### src/assert_macros.svh
// Assertion macros shared by the reassembler RTL.
// Included by files that carry concurrent checks; no other dependencies.
`ifndef ASSERT_MACROS_SVH
`define ASSERT_MACROS_SVH
`ifndef SYNTHESIS
`define TSR_ASSERT(lbl, clk, rst_n, prop) \
	lbl: assert property (@(posedge clk) disable iff (!rst_n) prop) \
	else $error("reassembler check failed");
`define TSR_ASSERT_NEXT(lbl, clk, rst_n, ante, cons) \
	lbl: assert property (@(posedge clk) disable iff (!rst_n) (ante) |=> (cons)) \
	else $error("reassembler sequence check failed");
`else
`define TSR_ASSERT(lbl, clk, rst_n, prop)
`define TSR_ASSERT_NEXT(lbl, clk, rst_n, ante, cons)
`endif
`endif

### src/tsr_pkg.sv
// Shared constants and controller/datapath interface types for the reassembler.
// No dependencies.
package tsr_pkg;

	localparam int CAPACITY = 64;
	localparam int SLOT_W   = $clog2(CAPACITY);
	localparam int CNT_W    = 7;
	localparam int IDX_W    = 64;
	localparam int GRP      = 8;
	localparam int NGRP     = (CAPACITY + GRP - 1) / GRP;
	localparam int PART_W   = $clog2(GRP + 1);
	localparam logic [IDX_W-1:0] NO_END = 64'hFFFF_FFFF_FFFF_FFFF;

	typedef struct packed {
		logic capture;
		logic prep;
		logic count;
		logic sum;
		logic emit;
		logic emit_byte;
		logic emit_last;
	} cmd_t;

	typedef struct packed {
		logic can_emit;
		logic next_can;
	} sts_t;

endpackage

### src/tcp_byte_stream_reassembler_core.sv
// Top level of the stream byte reassembler: controller plus datapath.
// Depends on tsr_pkg, tsr_ctrl, tsr_datapath and assert_macros.svh.
//
// A beat is taken when start is high while busy is low. The block then works
// through the beat in order (capture, window trim and store, held byte counting
// per group, then the sum of the groups) and then releases one in-order byte per
// cycle from the ring store while bytes stay contiguous, giving at
// least one result per beat; the drain rate is set by the single read port of the
// store. Each result is shown for one cycle with result_valid high, starting
// the cycle after the first drain step, and must be taken then: there is no
// way to hold results off. The final result of each beat has last_of_run set
// and carries the status fields. No clearing pass is needed after reset.
`include "assert_macros.svh"

module tcp_byte_stream_reassembler_core (
	input  logic                       clk,
	input  logic                       arst_n,
	input  logic                       start,
	output logic                       busy,
	input  logic [tsr_pkg::IDX_W-1:0]  stream_index,
	input  logic [7:0]                 data_byte,
	input  logic                       has_byte,
	input  logic                       end_here,
	input  logic [tsr_pkg::CNT_W-1:0]  downstream_used,
	output logic                       result_valid,
	output logic                       byte_valid,
	output logic [7:0]                 out_byte,
	output logic                       last_of_run,
	output logic                       stream_ended,
	output logic [tsr_pkg::CNT_W-1:0]  held_count,
	output logic                       window_empty
);

	tsr_pkg::cmd_t cmd;
	tsr_pkg::sts_t sts;

	tsr_ctrl u_ctrl (
		.clk    (clk),
		.arst_n (arst_n),
		.start  (start),
		.busy   (busy),
		.sts    (sts),
		.cmd    (cmd)
	);

	tsr_datapath u_datapath (
		.clk             (clk),
		.arst_n          (arst_n),
		.cmd             (cmd),
		.sts             (sts),
		.stream_index    (stream_index),
		.data_byte       (data_byte),
		.has_byte        (has_byte),
		.end_here        (end_here),
		.downstream_used (downstream_used),
		.result_valid    (result_valid),
		.byte_valid      (byte_valid),
		.out_byte        (out_byte),
		.last_of_run     (last_of_run),
		.stream_ended    (stream_ended),
		.held_count      (held_count),
		.window_empty    (window_empty)
	);

	`TSR_ASSERT_NEXT(a_accept_busy, clk, arst_n, start && !busy, busy)
	`TSR_ASSERT_NEXT(a_run_continues, clk, arst_n, result_valid && !last_of_run, result_valid)
	`TSR_ASSERT(a_status_last, clk, arst_n, result_valid && !byte_valid |-> last_of_run)
	`TSR_ASSERT(a_busy_in_run, clk, arst_n, result_valid && !last_of_run |-> busy)

endmodule

### src/tsr_ctrl.sv
// Sequencing state machine of the reassembler.
// Depends on tsr_pkg for the command and status types.
module tsr_ctrl (
	input  logic          clk,
	input  logic          arst_n,
	input  logic          start,
	output logic          busy,
	input  tsr_pkg::sts_t sts,
	output tsr_pkg::cmd_t cmd
);

	typedef enum logic [4:0] {
		ST_IDLE  = 5'b00001,
		ST_PREP  = 5'b00010,
		ST_CNT   = 5'b00100,
		ST_SUM   = 5'b01000,
		ST_DRAIN = 5'b10000
	} state_t;

	state_t state_q;
	state_t state_d;

	always_comb begin
		state_d = state_q;
		cmd = '0;
		case (state_q)
			ST_IDLE: begin
				if (start) begin
					cmd.capture = 1'b1;
					state_d = ST_PREP;
				end
			end
			ST_PREP: begin
				cmd.prep = 1'b1;
				state_d = ST_CNT;
			end
			ST_CNT: begin
				cmd.count = 1'b1;
				state_d = ST_SUM;
			end
			ST_SUM: begin
				cmd.sum = 1'b1;
				state_d = ST_DRAIN;
			end
			ST_DRAIN: begin
				cmd.emit = 1'b1;
				cmd.emit_byte = sts.can_emit;
				cmd.emit_last = !sts.can_emit || !sts.next_can;
				if (cmd.emit_last) begin
					state_d = ST_IDLE;
				end
			end
			default: begin
				state_d = ST_IDLE;
			end
		endcase
	end

	always_ff @(posedge clk or negedge arst_n) begin
		if (!arst_n) begin
			state_q <= ST_IDLE;
		end else begin
			state_q <= state_d;
		end
	end

	assign busy = (state_q != ST_IDLE);

endmodule

### src/tsr_datapath.sv
// Datapath of the reassembler: ring store, valid marks, stream pointers,
// held-byte count and result registers. Depends on tsr_pkg.
module tsr_datapath (
	input  logic                       clk,
	input  logic                       arst_n,
	input  tsr_pkg::cmd_t              cmd,
	output tsr_pkg::sts_t              sts,
	input  logic [tsr_pkg::IDX_W-1:0]  stream_index,
	input  logic [7:0]                 data_byte,
	input  logic                       has_byte,
	input  logic                       end_here,
	input  logic [tsr_pkg::CNT_W-1:0]  downstream_used,
	output logic                       result_valid,
	output logic                       byte_valid,
	output logic [7:0]                 out_byte,
	output logic                       last_of_run,
	output logic                       stream_ended,
	output logic [tsr_pkg::CNT_W-1:0]  held_count,
	output logic                       window_empty
);

	logic [tsr_pkg::IDX_W-1:0]    idx_q;
	logic [7:0]                   data_q;
	logic                         has_q;
	logic                         end_here_q;
	logic [tsr_pkg::CNT_W-1:0]    used_q;

	logic [7:0]                   mem [tsr_pkg::CAPACITY];
	logic [7:0]                   rd_q;

	logic [tsr_pkg::CAPACITY-1:0] valid_q;
	logic [tsr_pkg::SLOT_W-1:0]   head_q;
	logic [tsr_pkg::IDX_W-1:0]    ne_q;
	logic [tsr_pkg::IDX_W-1:0]    end_pos_q;
	logic [tsr_pkg::CNT_W-1:0]    remaining_q;
	logic [tsr_pkg::PART_W-1:0]   part_q [tsr_pkg::NGRP];
	logic [tsr_pkg::CNT_W-1:0]    pop_q;

	logic [tsr_pkg::CNT_W-1:0]    win;
	logic [tsr_pkg::CAPACITY-1:0] clr_mask;
	logic [tsr_pkg::IDX_W:0]      diff_ext;
	logic                         ok_store;
	logic [tsr_pkg::SLOT_W:0]     slot_sum;
	logic [tsr_pkg::SLOT_W-1:0]   store_slot;
	logic [tsr_pkg::SLOT_W-1:0]   head_inc;
	logic [tsr_pkg::SLOT_W-1:0]   head_d;
	logic [tsr_pkg::IDX_W-1:0]    ne_d;
	logic [tsr_pkg::CNT_W-1:0]    pop_sum;

	always_ff @(posedge clk) begin
		if (cmd.capture) begin
			idx_q      <= stream_index;
			data_q     <= data_byte;
			has_q      <= has_byte;
			end_here_q <= end_here;
			used_q     <= downstream_used;
		end
	end

	always_comb begin
		logic [tsr_pkg::SLOT_W:0] off;
		if (used_q >= tsr_pkg::CNT_W'(tsr_pkg::CAPACITY)) begin
			win = '0;
		end else begin
			win = tsr_pkg::CNT_W'(tsr_pkg::CAPACITY) - used_q;
		end
		for (int k = 0; k < tsr_pkg::CAPACITY; k++) begin
			if (tsr_pkg::SLOT_W'(k) >= head_q) begin
				off = (tsr_pkg::SLOT_W+1)'(k) - {1'b0, head_q};
			end else begin
				off = (tsr_pkg::SLOT_W+1)'(k + tsr_pkg::CAPACITY) - {1'b0, head_q};
			end
			clr_mask[k] = (tsr_pkg::CNT_W'(off) >= win);
		end
	end

	assign diff_ext = {1'b0, idx_q} - {1'b0, ne_q};
	assign ok_store = has_q && !diff_ext[tsr_pkg::IDX_W]
		&& (diff_ext[tsr_pkg::IDX_W-1:0] < {{(tsr_pkg::IDX_W-tsr_pkg::CNT_W){1'b0}}, win});
	assign slot_sum = {1'b0, head_q} + {1'b0, diff_ext[tsr_pkg::SLOT_W-1:0]};
	assign store_slot = (slot_sum >= (tsr_pkg::SLOT_W+1)'(tsr_pkg::CAPACITY))
		? tsr_pkg::SLOT_W'(slot_sum - (tsr_pkg::SLOT_W+1)'(tsr_pkg::CAPACITY))
		: slot_sum[tsr_pkg::SLOT_W-1:0];

	assign head_inc = (head_q == tsr_pkg::SLOT_W'(tsr_pkg::CAPACITY - 1))
		? '0 : head_q + tsr_pkg::SLOT_W'(1);
	assign head_d = cmd.emit_byte ? head_inc : head_q;
	assign ne_d   = ne_q + tsr_pkg::IDX_W'(cmd.emit_byte);

	assign sts.can_emit = (remaining_q != '0) && valid_q[head_q];
	assign sts.next_can = (remaining_q > tsr_pkg::CNT_W'(1)) && valid_q[head_inc];

	always_ff @(posedge clk) begin
		if (cmd.prep && ok_store) begin
			mem[store_slot] <= data_q;
		end
		rd_q <= mem[head_d];
	end

	always_comb begin
		pop_sum = '0;
		for (int g = 0; g < tsr_pkg::NGRP; g++) begin
			pop_sum = pop_sum + tsr_pkg::CNT_W'(part_q[g]);
		end
	end

	always_ff @(posedge clk or negedge arst_n) begin
		if (!arst_n) begin
			valid_q     <= '0;
			head_q      <= '0;
			ne_q        <= '0;
			end_pos_q   <= tsr_pkg::NO_END;
			remaining_q <= '0;
			pop_q       <= '0;
		end else begin
			if (cmd.prep) begin
				valid_q <= (valid_q & ~clr_mask)
					| (ok_store ? (tsr_pkg::CAPACITY'(1) << store_slot) : '0);
				remaining_q <= win;
				if (end_here_q) begin
					end_pos_q <= has_q ? idx_q + tsr_pkg::IDX_W'(1) : idx_q;
				end
			end
			if (cmd.sum) begin
				pop_q <= pop_sum;
			end
			if (cmd.emit_byte) begin
				valid_q[head_q] <= 1'b0;
				head_q          <= head_inc;
				ne_q            <= ne_d;
				remaining_q     <= remaining_q - tsr_pkg::CNT_W'(1);
				pop_q           <= pop_q - tsr_pkg::CNT_W'(1);
			end
		end
	end

	always_ff @(posedge clk) begin
		if (cmd.count) begin
			for (int g = 0; g < tsr_pkg::NGRP; g++) begin
				logic [tsr_pkg::PART_W-1:0] acc;
				acc = '0;
				for (int b = 0; b < tsr_pkg::GRP; b++) begin
					if (g * tsr_pkg::GRP + b < tsr_pkg::CAPACITY) begin
						acc = acc + tsr_pkg::PART_W'(valid_q[g * tsr_pkg::GRP + b]);
					end
				end
				part_q[g] <= acc;
			end
		end
	end

	always_ff @(posedge clk or negedge arst_n) begin
		if (!arst_n) begin
			result_valid <= 1'b0;
		end else begin
			result_valid <= cmd.emit;
		end
	end

	always_ff @(posedge clk) begin
		if (cmd.emit) begin
			byte_valid  <= cmd.emit_byte;
			out_byte    <= cmd.emit_byte ? rd_q : 8'h00;
			last_of_run <= cmd.emit_last;
			if (cmd.emit_last) begin
				stream_ended <= (ne_d == end_pos_q);
				held_count   <= pop_q - tsr_pkg::CNT_W'(cmd.emit_byte);
				window_empty <= ((remaining_q - tsr_pkg::CNT_W'(cmd.emit_byte)) == '0);
			end else begin
				stream_ended <= 1'b0;
				held_count   <= '0;
				window_empty <= 1'b0;
			end
		end
	end

endmodule
### config.mk
export PLATFORM = sky130hd
export DESIGN_NAME = tcp_byte_stream_reassembler_core
export DESIGN_NICKNAME = d
export VERILOG_FILES = /design/src/tsr_pkg.sv /design/src/tcp_byte_stream_reassembler_core.sv /design/src/tsr_ctrl.sv /design/src/tsr_datapath.sv
export VERILOG_INCLUDE_DIRS = /design/src /design/src/src
export SDC_FILE = /design/constraint.sdc
export NUM_CORES = 2
export LEC_CHECK = 0
export ABC_AREA = 1
export CAP_MARGIN = 40
export CORE_MARGIN = 2
export CORE_UTILIZATION = 55
export CTS_BUF_LIST = sky130_fd_sc_hd__clkbuf_8
export DETAILED_ROUTE_END_ITERATION = 12
export DONT_BUFFER_PORTS = 1
export HOLD_SLACK_MARGIN = 0.02
export PLACE_DENSITY = 0.8
export SLEW_MARGIN = 30
export SYNTH_ARGS = -nofsm -noshare
export SYNTH_HDL_FRONTEND = slang
export SYNTH_HIERARCHICAL = 1
export SYNTH_SLANG_ARGS = --single-unit
### constraint.sdc
create_clock -name clk -period 11.43 [get_ports clk]
set_clock_uncertainty 0.15 [all_clocks]
set_input_delay 2.286 -clock clk [delete_from_list [all_inputs] [get_ports clk]]
set_output_delay 2.286 -clock clk [all_outputs]
set_load 0.02 [all_outputs]
Word level (Yosys, flattened, before mapping)
Memory sizes are Yosys's and may differ from the RTL's. A register that Yosys moved wholly into a read port is not among the register bits.
Index checks and enable logic that the tools add are counted.
- register bits after elaboration: 318
- bits in latches: 0
- bits in writable memories: 544
- ROM bits: 0
- bits of input ports: 84
- memories kept: 2
- add/subtract/negate cells: 202
- $mul: 0
- divide/modulo/power cells: 0
- order comparisons: 135
- equal/unequal tests: 10
- shift operators: 1
- mux-type cells: 159
- bitwise logic cells: 5
- reduce and logical (&&, ||, !) cells: 16
- memories (memory ; words ; bits a word ; rd ports ; clocked after Yosys merged registers in ; wr ports ; RTL line ; source):
    u_datapath.mem ; 64 ; 8 ; 1 ; 1 ; 1 ; tsr_datapath.sv:28 ; logic [7:0] mem [tsr_pkg::CAPACITY];
    u_datapath.part_q ; 8 ; 4 ; 8 ; 0 ; 8 ; tsr_datapath.sv:36 ; logic [tsr_pkg::PART_W-1:0] part_q [tsr_pkg::NGRP];
- operators with widths (operator ; count):
    $mux W7 ; 69
    $ge A7 B7 Y1 ; 64
    $sub A7 B6 Y7 const A ; 64
    $mux W4 ; 64
    $mux W64 ; 4
    $add A4 B1 Y4 ; 56
    $sub A6 B6 Y7 const A ; 32
    $ge A6 B6 Y1 const A ; 32
    $and A64 B64 Y64 ; 2
    $not A64 Y64 ; 2
    $sub A5 B6 Y7 const A ; 16
    $ge A5 B6 Y1 const A ; 16
    $sub A64 B64 Y65 ; 1
    $add A64 B1 Y64 ; 1
    $add A64 B1 Y64 const B ; 1
    $eq A64 B64 Y1 ; 1
    $lt A64 B7 Y1 ; 1
    $or A64 B64 Y64 ; 1
    $shl A1 B6 Y64 const A ; 1
    $sub A4 B6 Y7 const A ; 8
    $ge A4 B6 Y1 const A ; 8
    $add A7 B4 Y7 ; 6
    $sub A3 B6 Y7 const A ; 4
    $pmux W5 S5 ; 1
    other kinds (38) ; 73

Depth between registers and ports, before layout
- depth after elaboration: 17
- depth in mapped cells: 31
- gate-level depth less buffers: 29

By module
Netlist, hierarchy kept.
- by module, submodules not included (module ; times used ; cells each ; area each (µm²) ; seq. area each (µm²)):
    tsr_datapath ; 1 ; 6526 ; 56156.4 ; 24908.9
    tsr_ctrl ; 1 ; 44 ; 337.8 ; 126.4

Worst setup path before layout
Ideal clock, no wire load.
- kind: reg-to-reg
- from: register u_datapath/head_q[0] (netlist name)
- to: register u_datapath.data_q[0], enable pin
- library setup time: 620 ps
- arrival: 8290 ps
- required time: 10660 ps
- slack: 2371 ps
- stages on the path, launching flop included: 18
- path through: dfrtp_1 clkinv_1 clkbuf_1 clkbuf_1 ha_1 nand2_1 clkbuf_1 a32o_1 nand2_1 nand2_1 nand2_1 nand3_1 nand4_1 nand2_1 nor2_1 nand2_1 nor2_4 nor3_1
- RTL lines (element ; RTL line ; source):
    end signal: assignment ; tsr_datapath.sv:53 ; data_q <= data_byte;
    end: declaration ; tsr_datapath.sv:23 ; logic [7:0] data_q;

==> results.md <==
* WS Path Type: flop to flop
* Initial Utilization at 55.4%
* DRT Pass-1 Iters at 7
* Vias in the first global route at approximately 46000
* WP data required at between 10 and 15 ns
* Cells on Worst Hold Path at 2
* F_max at between 150 and 200 MHz
* Die area at about 0.11 mm²
* Largest family of logic cells by synthesized area: simple AND/OR/NAND/NOR gates
* Final WS setup at 4.77 ns
* Worst vdd ir at 0.000241 V
* Initial detailed-routing violation count at 6411
* Clk_lat worst skew at 0.88 ns
* Yosys cell types at 66
* Number of synthesized register bits at 870
* RSZ-0062 raised after global routing: false
* Status: finished clean
* Slowest cell on crit path: clkinv_1
* Clock sinks at 870
* CTS clk-pin slew, worst paths at 0.06 ns
* Place WS at 4.92 ns
* CP Buf/Inv Count at 9
* Clock share of power at between 20% and 30%
* Syn avg cell area at 8.60 µm²
* CP Launch Type: flop
* Synth Cell Area at 0.0565 mm²
* Tot GR Track Use at 35.3%
* Relative slew slack at 30.8%
* Post-DRT Antenna Nets at 0
* Fin Setup TNS at 0 ns
* First-pass GRT wire length at 283000 µm
* Die width at between 300 and 400 µm
* Kind of end point of the critical path: flop
* Buffers on Ports at 0
* Hold-fix buffers, CTS at 0
* Max-cap violations at 0
* Portion of netlist area occupied by mux cells at 0.0177%
* GRT overflow at 0
* Internal at 6.64 mW
* Number of synthesized flops with an enable pin at 644
* Post-CTS sizing at 0
* CTS Buf Count at about 150
* DP HPWL at 139000 µm
* Final Hold Vio Count at 0
* Power density cells at 182 mW/mm²
* Final Util at 59.8%
* Area Growth Syn to Fin at 7.80%
* Detailed Route WL at 189000 µm
* CTS tree: built
* Compound-gate portion of the synthesized area at 13.5%
* Syn_nets at 7120
* Die span in y at about 320 µm
* Vias/cell at 6.03
* R2R cell count at 24
* Slowest stage delay, CP at 0.68 ns
* Clock root cell: clkbuf_8
* Worst-margin pin slew at 1.03 ns
* Core area at 0.102 mm²
* Final GP Congestion at 1.02
* Initial antenna violation count at 6
* Part of the power in registers at 39.5%
* DR vias at 48617
* Flop2flop setup slack at 4.77 ns
* Critical Path AT at 7.33 ns
* Yosys warnings at 6
* Final min period at 6.66 ns
* Min-Delay Startpoint: u_datapath/end_pos_q[61]$_DFFE_PN1P_
* Syn Inst Count at 6570
* Asr flop ratio synth at 25.1%
* Final setup violation count at 0
* # DRC at 0
* Dominant cells by area after synthesis: edfxtp_1, ha_1, nand2_1
* CP max FO at 69
* Synth area leader: edfxtp_1
* Cell family with most CP delay: buffers and inverters
* Sequential cell area fraction in the yosys report at 44.3%
* DR WL/cell at 23.5 µm
* Psw at approximately 4.4 mW
* Post-synthesis xor/xnor area fraction at 4.72%
* Final period utilization at 58.3%
* Max-slew violations at 0
* Worst hold slack at between 0.3 and 0.4 ns
* Largest net degree at the start of global routing at 258
* Setup Buffers After CTS at 0
* CP Cell Sequence: clkinv_1 -> buf_4 -> nor2_1 -> nor2_1 -> a21oi_1 -> a21oi_1 -> o21ai_0 -> nand3_1 -> nand3_1 -> a22oi_1 -> inv_1 -> nor2_4 -> buf_4 -> inv_4 -> buf_16 -> o21ai_4 -> buf_4 -> clkinv_1 -> buf_4 -> o221ai_1 -> o211ai_1 -> nand3_1 -> nand3_1 -> nand2_1
* Adder-Cell Fraction of Synth Area at 10.9%
* Share of cells above drive strength 1 at 7.27%
* Rows at 117
* Top-area cell type share of the netlist area at roughly 34%
* Clock H-tree levels at 4
* Worst Hold Class: flop to flop
* Combinational Power Share at 35.7%
* Commonest register cell after synthesis: edfxtp_1
* Clock Tree Buf Depth at 3
* IO Pins at ~110
* Simple-gate portion of the synthesized area at 19.6%
* Reg2reg start: u_datapath/head_q[0]$_DFF_PN0_
* P_leak at 25.6 nW
* R2R Path End: u_datapath/rd_q[2]$_DFF_P_
* Sw frac at 40.0%
* Hold EP: u_datapath/end_pos_q[61]$_DFFE_PN1P_
* Final nets at 7122
## worst max path at each step
stage                                               from                                     to  depth (start not counted)
final                     u_datapath/head_q[0]$_DFF_PN0_             u_datapath/rd_q[2]$_DFF_P_                         24
after global routing      u_datapath/head_q[0]$_DFF_PN0_  u_datapath/stream_ended$_SDFFCE_PN0P_                         29
after CTS                 u_datapath/head_q[0]$_DFF_PN0_             u_datapath/rd_q[2]$_DFF_P_                         21
after detailed placement  u_datapath/head_q[0]$_DFF_PN0_             u_datapath/rd_q[2]$_DFF_P_                         23
after global placement    u_datapath/head_q[0]$_DFF_PN0_             u_datapath/rd_q[4]$_DFF_P_                         24
after floorplan           u_datapath/head_q[0]$_DFF_PN0_         u_datapath/data_q[0]$_DFFE_PP_                         17
## per-layer routing
layer	GRT usage, %	vias up	part of all wire, %
met2	54.4	2902	44
li1	-	22294	-
met4	18.2	8	5.9
met1	46.8	22853	39
met5	0	-	0.029
met3	7.85	560	11
## metrics by stage
stage | instance area (µm²) | std cells | power [mW]
floorplan | 56500 | 6570 | 6.92
global placement | 57800 | 7780 | 8.16
detailed placement | 57900 | 7787 | 8.26
CTS | 60800 | 8051 | 11.0
global route | 60900 | 8058 | 11.7
finish | 60900 | 8060 | 11.1
## power by group through the flow
stage	registers, mW	clock network, mW	logic (mW)
CTS	4.37	2.78	3.85
global placement	4.43	0	3.73
global route	4.39	2.90	4.42
detailed placement	4.43	0	3.82
finish	4.37	2.75	3.95
floorplan	4.36	0	2.55
## registers in the layout, indices dropped and copies added, names as in the netlist
| register | cells |
|---|---|
| u_datapath/used_q | 7 |
| u_datapath/rd_q | 8 |
| u_datapath/held_count | 7 |
| u_datapath/ne_q | 64 |
| u_datapath/byte_valid | 1 |
| u_ctrl/state_q | 5 |
| u_datapath/head_q | 6 |
| u_datapath/remaining_q | 7 |
| u_datapath/stream_ended | 1 |
| u_datapath/valid_q | 64 |
| u_datapath/pop_q | 7 |
| u_datapath/result_valid | 1 |
| u_datapath/part_q | 32 |
| u_datapath/end_pos_q | 64 |
| u_datapath/idx_q | 64 |
| u_datapath/data_q | 8 |
| u_datapath/last_of_run | 1 |
| u_datapath/mem | 512 |
| u_datapath/end_here_q | 1 |
| u_datapath/out_byte | 8 |
| u_datapath/has_q | 1 |
| u_datapath/window_empty | 1 |
## synth_stat cells (all sizes together), types with 46 or more instances
| master | instances |
|---|---|
| clkbuf | 165 |
| o221ai | 74 |
| ha | 425 |
| o21bai | 52 |
| nor3 | 121 |
| buf | 46 |
| nand2 | 1139 |
| nand4 | 63 |
| o21ai | 629 |
| o211ai | 60 |
| xnor2 | 73 |
| dfrtp | 153 |
| inv | 812 |
| nand3 | 318 |
| nor2 | 893 |
| xor2 | 224 |
| edfxtp | 644 |
| o22ai | 109 |
| a21oi | 298 |
| dfstp | 65 |
## worst register-to-register path, stage by stage, from the launching register on
cell      delay (ns)
dfrtp_1         0.38
clkinv_1        0.34
buf_4           0.46
nor2_1          0.08
nor2_1          0.11
a21oi_1         0.05
a21oi_1         0.13
o21ai_0         0.14
nand3_1         0.10
nand3_1         0.06
a22oi_1         0.31
inv_1           0.13
nor2_4          0.11
buf_4           0.58
inv_4           0.21
buf_16          0.26
o21ai_4         0.23
buf_4           0.64
clkinv_1        0.79
buf_4           0.51
o221ai_1        0.22
o211ai_1        0.22
nand3_1         0.18
nand3_1         0.16
nand2_1         0.10
## kinds of logic (layout without fill, tap and decap cells)
family	Yosys count	in the layout
DFF	870	870
adders and majority gates	466	466
xor gates and xnor gates	300	300
AOI/OAI and AO/OA	1304	1304
muxes	1	1
buffers and inverters	1030	1148
and+or+nand+nor	2598	2598
other	1	5
## layout by cell type, fill, tap and decap left out, types with 74 or more instances in the layout
cell type	n
o21ai_0	619
nand2_1	1125
clkbuf_8	154
a21oi_1	256
xor2_1	224
dfrtp_1	152
edfxtp_1	644
o22ai_1	109
nor2_1	874
nand3_1	267
nor3_1	117
ha_1	425
inv_1	857
o221ai_1	74
## area by class of cell
| class | count | area [µm²] |
|---|---|---|
| antenna | 4 | 10.0 |
| multi-input combinational | 4670 | 27600 |
| inverter | 819 | 3080 |
| timing repair buffer | 65 | 664 |
| clock buffer | 154 | 2120 |
| clock inverter | 110 | 726 |
| sequential | 870 | 25000 |
| fill | 8828 | 41000 |
| tap | 1368 | 1710 |
No activity file was read; power rests on OpenSTA's default activity.
